==> src/hw/rtl/sliding_window_vibration_rms_unit_macros.svh <==
// Assertion macros for the vibration RMS unit top level.
`ifndef SLIDING_WINDOW_VIBRATION_RMS_UNIT_MACROS_SVH
`define SLIDING_WINDOW_VIBRATION_RMS_UNIT_MACROS_SVH

// Same-cycle implication: whenever ante holds, cons holds too.
`define SWVR_ASSERT_IMP(lbl, clk, rst, ante, cons) \
   lbl: assert property (@(posedge clk) disable iff (rst) (ante) |-> (cons)) \
      else $error("same-cycle implication violated");

// Next-cycle implication: whenever ante holds, cons holds in the cycle after.
`define SWVR_ASSERT_NXT(lbl, clk, rst, ante, cons) \
   lbl: assert property (@(posedge clk) disable iff (rst) (ante) |=> (cons)) \
      else $error("next-cycle implication violated");

`endif

==> src/hw/rtl/swvr_pkg.sv <==
// Shared types and constants of the vibration RMS unit.
package swvr_pkg;

   localparam int DATA_W     = 16;   // sample and result field width
   localparam int MAG_W      = 16;   // magnitude of a 16-bit signed value
   localparam int DIGIT_W    = 4;    // multiplier digit per squaring step
   localparam int DIG_CNT_W  = 2;    // counts MAG_W / DIGIT_W digits
   localparam int DIGITS     = MAG_W / DIGIT_W;
   localparam int SQ_W       = 31;   // square of a magnitude up to 2^15
   localparam int NUM_OPS    = 6;    // three old values, three new values
   localparam int OLD_OPS    = 3;
   localparam int OP_CNT_W   = 3;
   localparam int OFS_W      = 15;
   localparam int CSR_ADDR_W = 3;
   localparam int CSR_DATA_W = 32;

   localparam logic [OFS_W-1:0] GRAVITY_RESET = 15'd2509;

   // Register selects, taken from paddr bit 2.
   localparam logic REG_SENSOR_PRESENT = 1'b0;
   localparam logic REG_GRAVITY_OFFSET = 1'b1;

   typedef struct packed {
      logic signed [DATA_W-1:0] x;
      logic signed [DATA_W-1:0] y;
      logic signed [DATA_W-1:0] z;
   } sample_type;

   typedef struct packed {
      logic busy;
      logic done;
   } swvr_ds_status_type;

   function automatic logic [MAG_W-1:0] magnitude(input logic signed [DATA_W-1:0] v);
      logic [MAG_W-1:0] u;
      u = MAG_W'(v);
      return v[DATA_W-1] ? MAG_W'(~u + 1'b1) : u;
   endfunction

endpackage

==> src/hw/rtl/swvr_chan_if.sv <==
// Valid/ready channel interfaces for sample transactions and result transactions.
interface swvr_req_if;
   logic               valid;
   logic               ready;
   logic signed [15:0] accel_x;
   logic signed [15:0] accel_y;
   logic signed [15:0] accel_z;
   logic               read_ok;

   modport source (output valid, output accel_x, output accel_y, output accel_z,
                   output read_ok, input ready);
   modport sink   (input valid, input accel_x, input accel_y, input accel_z,
                   input read_ok, output ready);
endinterface

interface swvr_rsp_if;
   logic               valid;
   logic               ready;
   logic        [15:0] rms_level;
   logic signed [15:0] out_x;
   logic signed [15:0] out_y;
   logic signed [15:0] out_z;
   logic               used_default;

   modport source (output valid, output rms_level, output out_x, output out_y,
                   output out_z, output used_default, input ready);
   modport sink   (input valid, input rms_level, input out_x, input out_y,
                   input out_z, input used_default, output ready);
endinterface

==> src/hw/rtl/swvr_ram.sv <==
// Generic single-write, single-read RAM with registered read data.
module swvr_ram #(
   parameter int WIDTH = 48,
   parameter int DEPTH = 20,
   localparam int ADDR_W = (DEPTH > 1) ? $clog2(DEPTH) : 1
) (
   input  logic              clock,
   input  logic              wr_en,
   input  logic [ADDR_W-1:0] wr_addr,
   input  logic [WIDTH-1:0]  wr_data,
   input  logic [ADDR_W-1:0] rd_addr,
   output logic [WIDTH-1:0]  rd_data
);

   logic [WIDTH-1:0] mem [DEPTH];

   always_ff @(posedge clock) begin
      if (wr_en) begin
         mem[wr_addr] <= wr_data;
      end
      rd_data <= mem[rd_addr];
   end

endmodule

==> src/hw/rtl/swvr_divsqrt.sv <==
// Bit-serial divide by a constant followed by a two-bit-per-step integer square root.
module swvr_divsqrt import swvr_pkg::*; #(
   parameter int SUM_W   = 37,
   parameter int DIVISOR = 60,
   localparam int ROOT_W = (SUM_W + 1) / 2
) (
   input  logic               clock,
   input  logic               reset,
   input  logic               start,
   input  logic [SUM_W-1:0]   dividend,
   output swvr_ds_status_type stat,
   output logic [ROOT_W-1:0]  root
);

   localparam int D_W    = $clog2(DIVISOR + 1);
   localparam int RAD_W  = 2 * ROOT_W;
   localparam int CNT_W  = $clog2(SUM_W + 1);

   typedef enum logic [1:0] {S_IDLE, S_DIV, S_SQRT} ds_state_type;

   ds_state_type        state_ff, state_in;
   logic [CNT_W-1:0]    cnt_ff, cnt_in;
   logic [SUM_W-1:0]    num_ff, num_in;
   logic [D_W-1:0]      drem_ff, drem_in;
   logic [RAD_W-1:0]    rad_ff, rad_in;
   logic [ROOT_W+1:0]   srem_ff, srem_in;
   logic [ROOT_W-1:0]   root_ff, root_in;
   logic                done_ff, done_in;

   logic [D_W:0]        dtrial;
   logic                dge;
   logic [ROOT_W+1:0]   scur;
   logic [ROOT_W+1:0]   strial;
   logic                sge;

   always_comb begin
      dtrial = {drem_ff, num_ff[SUM_W-1]};
      dge    = dtrial >= (D_W + 1)'(DIVISOR);
      scur   = {srem_ff[ROOT_W-1:0], rad_ff[RAD_W-1 -: 2]};
      strial = {root_ff, 2'b01};
      sge    = scur >= strial;

      state_in = state_ff;
      cnt_in   = cnt_ff;
      num_in   = num_ff;
      drem_in  = drem_ff;
      rad_in   = rad_ff;
      srem_in  = srem_ff;
      root_in  = root_ff;
      done_in  = 1'b0;

      unique case (state_ff)
         S_IDLE: begin
            if (start) begin
               num_in   = dividend;
               drem_in  = '0;
               cnt_in   = CNT_W'(SUM_W - 1);
               state_in = S_DIV;
            end
         end
         S_DIV: begin
            // restoring step: quotient bits shift in where dividend bits leave
            drem_in = dge ? D_W'(dtrial - (D_W + 1)'(DIVISOR)) : D_W'(dtrial);
            num_in  = {num_ff[SUM_W-2:0], dge};
            cnt_in  = cnt_ff - 1'b1;
            if (cnt_ff == '0) begin
               rad_in   = RAD_W'(num_in);
               srem_in  = '0;
               root_in  = '0;
               cnt_in   = CNT_W'(ROOT_W - 1);
               state_in = S_SQRT;
            end
         end
         S_SQRT: begin
            srem_in = sge ? (scur - strial) : scur;
            root_in = {root_ff[ROOT_W-2:0], sge};
            rad_in  = {rad_ff[RAD_W-3:0], 2'b00};
            cnt_in  = cnt_ff - 1'b1;
            if (cnt_ff == '0) begin
               done_in  = 1'b1;
               state_in = S_IDLE;
            end
         end
         default: begin
            state_in = S_IDLE;
         end
      endcase
   end

   always_ff @(posedge clock) begin
      if (reset) begin
         state_ff <= S_IDLE;
         done_ff  <= 1'b0;
      end else begin
         state_ff <= state_in;
         done_ff  <= done_in;
      end
      cnt_ff  <= cnt_in;
      num_ff  <= num_in;
      drem_ff <= drem_in;
      rad_ff  <= rad_in;
      srem_ff <= srem_in;
      root_ff <= root_in;
   end

   assign stat.busy = (state_ff != S_IDLE);
   assign stat.done = done_ff;
   assign root      = root_ff;

endmodule

==> src/hw/rtl/sliding_window_vibration_rms_unit.sv <==
// Three-axis moving-window vibration RMS unit: top level.
//
// One transaction on req_bus carries an X/Y/Z accelerometer sample in signed
// 1/256 m/s^2 steps and a read-ok flag; each produces exactly one transaction
// on rsp_bus. With the sensor marked present and the read good, Z is reduced
// by gravity_offset (saturated at -32768), the corrected sample replaces the
// oldest of WINDOW ring entries, and rms_level is floor(sqrt(floor(S/(3*WINDOW))))
// where S is the sum of squares of every value in the ring. out_x/y/z echo the
// raw sample. Otherwise the ring is left alone and the defaults 0, 0, 0 and
// gravity_offset come back with used_default set. A measured transaction
// passes through the 16x4 digit squarer, which updates the running sum for
// three old and three new values, then the divider at one quotient bit per
// cycle and the square root at one root bit per cycle. The ring sits in a
// RAM; per-entry valid bits cleared by reset make unwritten entries read as
// zero, so there is no clearing pass after reset.
// req_bus is ready whenever the datapath is idle, even while a result still
// waits in the output register. Registers sit on an APB-style port: offset 0
// is sensor_present (reset 0), offset 4 gravity_offset (reset 2509); writes
// belong to quiet periods only.
module sliding_window_vibration_rms_unit import swvr_pkg::*; #(
   parameter int WINDOW = 20
) (
   input  logic                  clock,
   input  logic                  reset,
   swvr_req_if.sink              req_bus,
   swvr_rsp_if.source            rsp_bus,
   input  logic                  psel,
   input  logic                  penable,
   input  logic                  pwrite,
   input  logic [CSR_ADDR_W-1:0] paddr,
   input  logic [CSR_DATA_W-1:0] pwdata,
   output logic [CSR_DATA_W-1:0] prdata,
   output logic                  pready
);

`include "sliding_window_vibration_rms_unit_macros.svh"

   localparam int POS_W   = (WINDOW > 1) ? $clog2(WINDOW) : 1;
   localparam int DIVISOR = 3 * WINDOW;
   localparam int SUM_W   = SQ_W + $clog2(DIVISOR);
   localparam int ROOT_W  = (SUM_W + 1) / 2;
   localparam int SMP_W   = $bits(sample_type);

   localparam logic signed [DATA_W+1:0] Z_FLOOR = -18'sd32768;

   typedef enum logic [2:0] {
      S_IDLE, S_LOAD, S_SQ, S_ACC, S_DIV, S_DONE
   } state_type;

   // control state
   state_type              state_ff, state_in;
   logic [POS_W-1:0]       pos_ff, pos_in;
   logic [WINDOW-1:0]      valid_ff, valid_in;
   logic [SUM_W-1:0]       sum_ff, sum_in;
   logic                   start_ff, start_in;
   logic                   present_ff, present_in;
   logic [OFS_W-1:0]       grav_ff, grav_in;
   logic                   rsp_valid_ff, rsp_valid_in;

   // datapath
   logic [MAG_W-1:0]       ops_ff [NUM_OPS];
   logic [MAG_W-1:0]       ops_in [NUM_OPS];
   logic [MAG_W-1:0]       mult_ff, mult_in;
   logic [SQ_W-1:0]        acc_ff, acc_in;
   logic [OP_CNT_W-1:0]    op_cnt_ff, op_cnt_in;
   logic [DIG_CNT_W-1:0]   dig_cnt_ff, dig_cnt_in;
   sample_type             new_ff, new_in;
   logic [DATA_W-1:0]      rms_ff, rms_in;
   logic signed [DATA_W-1:0] px_ff, px_in, py_ff, py_in, pz_ff, pz_in;
   logic                   dflt_ff, dflt_in;

   // result register
   logic [DATA_W-1:0]      rsp_rms_ff, rsp_rms_in;
   logic signed [DATA_W-1:0] rsp_x_ff, rsp_x_in, rsp_y_ff, rsp_y_in, rsp_z_ff, rsp_z_in;
   logic                   rsp_dflt_ff, rsp_dflt_in;

   // helpers
   logic                   req_take;
   logic                   csr_wr;
   logic                   use_default;
   logic signed [DATA_W+1:0] z_diff;
   logic signed [DATA_W-1:0] z_corr;
   sample_type             old_smp;
   logic [SMP_W-1:0]       ram_rdata;
   logic                   ram_we;
   logic [MAG_W+DIGIT_W-1:0] prod;
   logic [SUM_W-1:0]       sq_ext;
   logic                   out_free;
   swvr_ds_status_type     ds_stat;
   logic [ROOT_W-1:0]      ds_root;

   assign req_bus.ready = (state_ff == S_IDLE);
   assign req_take      = req_bus.valid && req_bus.ready;
   assign csr_wr        = psel && penable && pwrite && pready;
   assign pready        = 1'b1;
   assign out_free      = !rsp_valid_ff || rsp_bus.ready;
   assign ram_we        = (state_ff == S_LOAD);

   always_comb begin
      unique case (paddr[2])
         REG_SENSOR_PRESENT: prdata = CSR_DATA_W'(present_ff);
         REG_GRAVITY_OFFSET: prdata = CSR_DATA_W'(grav_ff);
         default:            prdata = '0;
      endcase
   end

   swvr_ram #(.WIDTH(SMP_W), .DEPTH(WINDOW)) u_ring (
      .clock   (clock),
      .wr_en   (ram_we),
      .wr_addr (pos_ff),
      .wr_data (new_ff),
      .rd_addr (pos_ff),
      .rd_data (ram_rdata)
   );

   swvr_divsqrt #(.SUM_W(SUM_W), .DIVISOR(DIVISOR)) u_divsqrt (
      .clock    (clock),
      .reset    (reset),
      .start    (start_ff),
      .dividend (sum_ff),
      .stat     (ds_stat),
      .root     (ds_root)
   );

   always_comb begin
      use_default = !present_ff || !req_bus.read_ok;
      z_diff = $signed({{2{req_bus.accel_z[DATA_W-1]}}, req_bus.accel_z})
               - $signed({3'b000, grav_ff});
      z_corr = (z_diff < Z_FLOOR) ? DATA_W'(Z_FLOOR) : DATA_W'(z_diff);

      // an entry never written since reset reads as zero
      old_smp = valid_ff[pos_ff] ? sample_type'(ram_rdata) : '0;
      prod    = ops_ff[0] * mult_ff[MAG_W-1 -: DIGIT_W];
      sq_ext  = SUM_W'(acc_ff);

      state_in     = state_ff;
      pos_in       = pos_ff;
      valid_in     = valid_ff;
      sum_in       = sum_ff;
      start_in     = 1'b0;
      present_in   = present_ff;
      grav_in      = grav_ff;
      rsp_valid_in = rsp_valid_ff && !rsp_bus.ready;
      ops_in       = ops_ff;
      mult_in      = mult_ff;
      acc_in       = acc_ff;
      op_cnt_in    = op_cnt_ff;
      dig_cnt_in   = dig_cnt_ff;
      new_in       = new_ff;
      rms_in       = rms_ff;
      px_in        = px_ff;
      py_in        = py_ff;
      pz_in        = pz_ff;
      dflt_in      = dflt_ff;
      rsp_rms_in   = rsp_rms_ff;
      rsp_x_in     = rsp_x_ff;
      rsp_y_in     = rsp_y_ff;
      rsp_z_in     = rsp_z_ff;
      rsp_dflt_in  = rsp_dflt_ff;

      if (csr_wr) begin
         unique case (paddr[2])
            REG_SENSOR_PRESENT: present_in = pwdata[0];
            REG_GRAVITY_OFFSET: grav_in    = pwdata[OFS_W-1:0];
            default:            present_in = present_ff;
         endcase
      end

      unique case (state_ff)
         S_IDLE: begin
            if (req_take) begin
               dflt_in  = use_default;
               new_in   = '{x: req_bus.accel_x, y: req_bus.accel_y, z: z_corr};
               if (use_default) begin
                  px_in    = '0;
                  py_in    = '0;
                  pz_in    = DATA_W'(grav_ff);
                  rms_in   = '0;
                  state_in = S_DONE;
               end else begin
                  px_in    = req_bus.accel_x;
                  py_in    = req_bus.accel_y;
                  pz_in    = req_bus.accel_z;
                  state_in = S_LOAD;
               end
            end
         end
         S_LOAD: begin
            // overwrite the oldest entry; queue old values then new values
            ops_in[0]        = magnitude(old_smp.x);
            ops_in[1]        = magnitude(old_smp.y);
            ops_in[2]        = magnitude(old_smp.z);
            ops_in[3]        = magnitude(new_ff.x);
            ops_in[4]        = magnitude(new_ff.y);
            ops_in[5]        = magnitude(new_ff.z);
            mult_in          = magnitude(old_smp.x);
            acc_in           = '0;
            op_cnt_in        = '0;
            dig_cnt_in       = '0;
            valid_in[pos_ff] = 1'b1;
            pos_in           = (pos_ff == POS_W'(WINDOW - 1)) ? '0 : pos_ff + 1'b1;
            state_in         = S_SQ;
         end
         S_SQ: begin
            // one multiplier digit per cycle, most significant first
            acc_in     = (acc_ff << DIGIT_W) + SQ_W'(prod);
            mult_in    = mult_ff << DIGIT_W;
            dig_cnt_in = dig_cnt_ff + 1'b1;
            if (dig_cnt_ff == DIG_CNT_W'(DIGITS - 1)) begin
               state_in = S_ACC;
            end
         end
         S_ACC: begin
            // drop old squares, add new ones
            sum_in = (op_cnt_ff < OP_CNT_W'(OLD_OPS)) ? sum_ff - sq_ext : sum_ff + sq_ext;
            for (int i = 0; i < NUM_OPS - 1; i++) begin
               ops_in[i] = ops_ff[i+1];
            end
            ops_in[NUM_OPS-1] = '0;
            mult_in    = ops_ff[1];
            acc_in     = '0;
            dig_cnt_in = '0;
            op_cnt_in  = op_cnt_ff + 1'b1;
            if (op_cnt_ff == OP_CNT_W'(NUM_OPS - 1)) begin
               start_in = 1'b1;
               state_in = S_DIV;
            end else begin
               state_in = S_SQ;
            end
         end
         S_DIV: begin
            if (ds_stat.done) begin
               rms_in   = DATA_W'(ds_root);
               state_in = S_DONE;
            end
         end
         S_DONE: begin
            // hold until the output register is free
            if (out_free) begin
               rsp_valid_in = 1'b1;
               rsp_rms_in   = rms_ff;
               rsp_x_in     = px_ff;
               rsp_y_in     = py_ff;
               rsp_z_in     = pz_ff;
               rsp_dflt_in  = dflt_ff;
               state_in     = S_IDLE;
            end
         end
         default: begin
            state_in = S_IDLE;
         end
      endcase
   end

   always_ff @(posedge clock) begin
      if (reset) begin
         state_ff     <= S_IDLE;
         pos_ff       <= '0;
         valid_ff     <= '0;
         sum_ff       <= '0;
         start_ff     <= 1'b0;
         present_ff   <= 1'b0;
         grav_ff      <= GRAVITY_RESET;
         rsp_valid_ff <= 1'b0;
      end else begin
         state_ff     <= state_in;
         pos_ff       <= pos_in;
         valid_ff     <= valid_in;
         sum_ff       <= sum_in;
         start_ff     <= start_in;
         present_ff   <= present_in;
         grav_ff      <= grav_in;
         rsp_valid_ff <= rsp_valid_in;
      end
      ops_ff      <= ops_in;
      mult_ff     <= mult_in;
      acc_ff      <= acc_in;
      op_cnt_ff   <= op_cnt_in;
      dig_cnt_ff  <= dig_cnt_in;
      new_ff      <= new_in;
      rms_ff      <= rms_in;
      px_ff       <= px_in;
      py_ff       <= py_in;
      pz_ff       <= pz_in;
      dflt_ff     <= dflt_in;
      rsp_rms_ff  <= rsp_rms_in;
      rsp_x_ff    <= rsp_x_in;
      rsp_y_ff    <= rsp_y_in;
      rsp_z_ff    <= rsp_z_in;
      rsp_dflt_ff <= rsp_dflt_in;
   end

   assign rsp_bus.valid        = rsp_valid_ff;
   assign rsp_bus.rms_level    = rsp_rms_ff;
   assign rsp_bus.out_x        = rsp_x_ff;
   assign rsp_bus.out_y        = rsp_y_ff;
   assign rsp_bus.out_z        = rsp_z_ff;
   assign rsp_bus.used_default = rsp_dflt_ff;

   `SWVR_ASSERT_IMP(a_pos_range, clock, reset, 1'b1, pos_ff <= POS_W'(WINDOW - 1))
   `SWVR_ASSERT_IMP(a_dflt_rms_zero, clock, reset, rsp_valid_ff && rsp_dflt_ff, rsp_rms_ff == '0)
   `SWVR_ASSERT_IMP(a_ds_busy_in_div, clock, reset, ds_stat.busy, state_ff == S_DIV)
   `SWVR_ASSERT_IMP(a_ds_done_in_div, clock, reset, ds_stat.done, state_ff == S_DIV)
   `SWVR_ASSERT_NXT(a_load_marks_valid, clock, reset, state_ff == S_LOAD, valid_ff[$past(pos_ff)])

endmodule
==> src/flat_wrapper.sv <==
// flat-port wrapper written by rule: the top's interface ports become plain ports
module sliding_window_vibration_rms_unit_flat import swvr_pkg::*;
#(
   parameter int WINDOW = 20
)
  (clock, reset, psel, penable, pwrite, paddr, pwdata, prdata, pready, req_bus_valid, req_bus_accel_x, req_bus_accel_y, req_bus_accel_z, req_bus_read_ok, req_bus_ready, rsp_bus_valid, rsp_bus_rms_level, rsp_bus_out_x, rsp_bus_out_y, rsp_bus_out_z, rsp_bus_used_default, rsp_bus_ready);
  swvr_req_if req_bus_i ();
  swvr_rsp_if rsp_bus_i ();
  input  logic clock;
  input  logic reset;
  input  logic psel;
  input  logic penable;
  input  logic pwrite;
  input  logic [CSR_ADDR_W-1:0] paddr;
  input  logic [CSR_DATA_W-1:0] pwdata;
  output logic [CSR_DATA_W-1:0] prdata;
  output logic pready;
  input wire logic [$bits(req_bus_i.valid)-1:0] req_bus_valid;
  input wire logic [$bits(req_bus_i.accel_x)-1:0] req_bus_accel_x;
  input wire logic [$bits(req_bus_i.accel_y)-1:0] req_bus_accel_y;
  input wire logic [$bits(req_bus_i.accel_z)-1:0] req_bus_accel_z;
  input wire logic [$bits(req_bus_i.read_ok)-1:0] req_bus_read_ok;
  output wire logic [$bits(req_bus_i.ready)-1:0] req_bus_ready;
  output wire logic [$bits(rsp_bus_i.valid)-1:0] rsp_bus_valid;
  output wire logic [$bits(rsp_bus_i.rms_level)-1:0] rsp_bus_rms_level;
  output wire logic [$bits(rsp_bus_i.out_x)-1:0] rsp_bus_out_x;
  output wire logic [$bits(rsp_bus_i.out_y)-1:0] rsp_bus_out_y;
  output wire logic [$bits(rsp_bus_i.out_z)-1:0] rsp_bus_out_z;
  output wire logic [$bits(rsp_bus_i.used_default)-1:0] rsp_bus_used_default;
  input wire logic [$bits(rsp_bus_i.ready)-1:0] rsp_bus_ready;
  assign req_bus_i.valid = req_bus_valid;
  assign req_bus_i.accel_x = req_bus_accel_x;
  assign req_bus_i.accel_y = req_bus_accel_y;
  assign req_bus_i.accel_z = req_bus_accel_z;
  assign req_bus_i.read_ok = req_bus_read_ok;
  assign req_bus_ready = req_bus_i.ready;
  assign rsp_bus_valid = rsp_bus_i.valid;
  assign rsp_bus_rms_level = rsp_bus_i.rms_level;
  assign rsp_bus_out_x = rsp_bus_i.out_x;
  assign rsp_bus_out_y = rsp_bus_i.out_y;
  assign rsp_bus_out_z = rsp_bus_i.out_z;
  assign rsp_bus_used_default = rsp_bus_i.used_default;
  assign rsp_bus_i.ready = rsp_bus_ready;
  sliding_window_vibration_rms_unit #(.WINDOW(WINDOW)) u_core (.clock(clock), .reset(reset), .req_bus(req_bus_i), .rsp_bus(rsp_bus_i), .psel(psel), .penable(penable), .pwrite(pwrite), .paddr(paddr), .pwdata(pwdata), .prdata(prdata), .pready(pready));
endmodule
==> config.mk <==
export PLATFORM = sky130hd
export DESIGN_NAME = sliding_window_vibration_rms_unit_flat
export DESIGN_NICKNAME = d
export VERILOG_FILES = /design/src/hw/rtl/swvr_pkg.sv /design/src/hw/rtl/swvr_chan_if.sv /design/src/hw/rtl/swvr_ram.sv /design/src/hw/rtl/swvr_divsqrt.sv /design/src/hw/rtl/sliding_window_vibration_rms_unit.sv /design/src/flat_wrapper.sv
export VERILOG_INCLUDE_DIRS = /design/src /design/src/hw/rtl
export SDC_FILE = /design/constraint.sdc
export NUM_CORES = 2
export LEC_CHECK = 0
export BUFFER_PORTS_ARGS = -buffer_cell sky130_fd_sc_hd__buf_2
export CORE_ASPECT_RATIO = 1.5
export CORE_MARGIN = 5
export CORE_UTILIZATION = 45
export DETAILED_ROUTE_END_ITERATION = 7
export PLACE_DENSITY = 0.71
export SYNTH_ARGS = -nofsm -noshare
export SYNTH_HDL_FRONTEND = slang
export SYNTH_SLANG_ARGS = --single-unit
==> constraint.sdc <==
create_clock -name clock -period 8.5 [get_ports clock]
set_input_delay 0.425 -clock clock [delete_from_list [all_inputs] [get_ports clock]]
set_output_delay 0.425 -clock clock [all_outputs]
set_load 0.01 [all_outputs]
==> reports/metrics.cfg <==
[sta]
clock-skew-final_ns = 0.0332
fin_crit_sh = 0.631
fin_setup_tns_ns = 0
max-slew-margin-rel = 0.200
worst_hold_slack_ns = 0.107
rsz0062_at_grt = false
drv_slew = 0
period_needed_ns = 5.36
hold_viol = 0
worstMarginPinSlew_ns = 1.20
fmax_mhz = 187
setup_viol = 0

[floorplanning]
io_pins = 191
die_area_sq_um = 156000
std_cell_rows = 173
coreArea_sq_um = 148000
fp.dieH_um = 482
start_util = 0.452
die_x_um = 325

[route]
drtPass1Iterations = 6
drt_drc_violations_left = 0
drtIter0Drc = 3372
wl_per_cell_um = 23.9
ant_nets = 0
via_count = 37700
wl_mm = 156
viasPerCell = 5.76

[yosys]
syn_area_sq_um = 66800
yosys_warnings = 0
synth_edf_count = 1411
syn_avg_cell_area_sq_um = 15.7
synth_cell_types = 81
synth-seq-cells = 1545
ys.flop_type = edfxtp_1
ys_seq_area_frac = 0.675
synthCells = 4244
synth_async_sr_flop_share = 0

[power]
leakagePower_uw = 0.0255
power_per_cell_area_nw_per_um2 = 231
irDropWorstVdd_mv = 0.156

[clocking]
cts_tree = yes
clockBufferDepth = 3
cts_resized = 0
clkLatencyLatePin_ns = 0.78
cts_sinks = 1545
ctsHoldBuffers = 64
cts.clk_slew.worst_paths_ns = 0.06
post_cts_buffers = 0
htree_levels = 4
cts_buffers = 143
cts_root_buffer = clkbuf_16

[setup_path]
critPathSlowestCell = a2111oi_0
crit_arrival_ns = 5.84
critPathBufInv = 2
crit_chain = and2_1, fa_1, fa_1, inv_1, fa_1, inv_1, ha_1, a21oi_1, nand4b_1, a21oi_1, o31ai_1, o21ai_0, a2111oi_0, or3_1, a21oi_1
startpoint_type = register
crit_required_ns = 8.98
slowest_delay_ns = 0.77
crit_family = adder cells
worst-path-stages = 15
ff2ff_path_depth = 15
worstSetupPathType = register to register
cp_max_fo = 16
cp-end-kind = register

[global_route]
grt_pass1_vias = 38300
grt-ovfl-total = 0
antenna_found_initial = 2
grt_max_degree = 122
gr-usage-all-layers = 0.197
grt_pass1_wl_mm = 235

[outcome]
status = completed

[place]
gp_congestion = 0.871
dp.final_hpwl_mm = 94.3
port-buffer-count = 153

[finish]
drive_gt1_frac = 0.198
fillers = 11900
layout.nets = 4751
final_common_cell = edfxtp_1
seq_area_sq_um = 45100
multi_input_area_sq_um = 20500
area_growth_pct = 12.9
layout_common_cells = edfxtp_1, nand2_1, mux4_2

[flow_run]
drv_cap = 0

[hold_path]
hold_class = input pin to register
hold_path_depth = 3

worst reg2reg max path, stage by stage (launching register included):
cell,delay (ns)
edfxtp_1,0.57
and2_1,0.25
fa_1,0.51
fa_1,0.54
inv_1,0.05
fa_1,0.55
inv_1,0.06
ha_1,0.29
a21oi_1,0.21
nand4b_1,0.18
a21oi_1,0.15
o31ai_1,0.39
o21ai_0,0.30
a2111oi_0,0.77
or3_1,0.21
a21oi_1,0.06
per-layer routing:
metal  GRT usage  wire length (um)  vias to the layer above
met4      0.0665              5080                        0
li1            -                 -                    16800
met3      0.0394             10500                      285
met1       0.231             57800                    19200
met5           0                 0                        -
met2       0.362             83000                     1368
sequential cells by signal, indices dropped and copies added, names as in the netlist, 19 cells and up:
name                      count
u_core.u_ring.mem           960
u_core.ops_ff                96
u_core.new_ff                48
u_core.u_ring.rd_data        48
u_core.valid_ff              20
u_core.sum_ff                37
u_core.u_divsqrt.root        19
u_core.u_divsqrt.srem_ff     19
u_core.u_divsqrt.rad_ff      38
u_core.acc_ff                31
u_core.u_divsqrt.num_ff      37
metrics by stage:
| stage | setup slack [ns] | power, uW | area [sq um] | util | cells |
|---|---|---|---|---|---|
| CTS | 3.16 | 17500 | 75400 | 0.510 | 6541 |
| global placement | 3.21 | 10900 | 70000 | 0.473 | 6210 |
| finish | 3.14 | 17400 | 75400 | 0.510 | 6543 |
| global route | 2.78 | 18100 | 75400 | 0.510 | 6542 |
| floorplan | 0.227 | 10400 | 66800 | - | 4260 |
| detailed placement | 3.19 | 11000 | 70000 | 0.473 | 6210 |
synthesized netlist by cell type, drive strengths merged (30+ instances only):
cell type / number / area, sq um
a21oi: 121 / 606
and2: 68 / 425
clkbuf: 134 / 503
buf: 78 / 400
mux2: 136 / 1530
nor3: 53 / 280
nand2: 266 / 998
ha: 121 / 1510
mux4: 246 / 5540
nor2b: 40 / 250
edfxtp: 1411 / 42400
a21o: 30 / 225
dfxtp: 134 / 2680
fa: 45 / 901
o31ai: 57 / 460
inv: 147 / 552
and3: 64 / 400
o21ai: 216 / 1080
nand2b: 40 / 250
xnor2: 72 / 631
xor2: 93 / 815
nand3: 32 / 160
a22oi: 49 / 368
nor2: 228 / 856
mux2i: 79 / 791
power breakdown:
group	total [uW]	leakage [uW]	switching (uW)	internal, uW
combinational	1950	0.00920	1120	826
sequential	8900	0.0139	276	8630
clock	6560	0.00235	2800	3760
layout make-up:
class                           count  share of cell area
Antenna cell                        2           0.0000664
Clock buffer                      193              0.0524
Clock inverter                     74              0.0113
Inverter                          147             0.00735
Multi-Input combinational cell   2356               0.272
Sequential cell                  1545               0.598
Tap cell                         1925              0.0319
Timing Repair Buffer              301              0.0270
kinds of logic after synthesis:
group | Yosys count | share of synthesized area
adder cells (fa/ha/maj) | 166 | 0.0362
buffers and inverters | 359 | 0.0218
multiplexers | 461 | 0.118
flip-flops | 1545 | 0.675
AO/OA/AOI/OAI | 627 | 0.0597
XOR/XNOR | 165 | 0.0216
other | 2 | 0.000112
AND/OR/NAND/NOR | 919 | 0.0681
final timing paths:
path,startpoint,end,slack [ns]
max,u_core.mult_ff[15]$_DFFE_PP_,u_core.acc_ff[22]$_SDFFCE_PP0P_,3.14
min,paddr[2],u_core.present_ff$_SDFFE_PP0P_,0.11
max reg2reg,u_core.mult_ff[15]$_DFFE_PP_,u_core.acc_ff[22]$_SDFFCE_PP0P_,3.14
min reg2reg,u_core.py_ff[14]$_SDFFCE_PN0P_,u_core.rsp_bus.out_y[14]$_DFFE_PP_,0.41
Power figures use the tool's default switching activity.
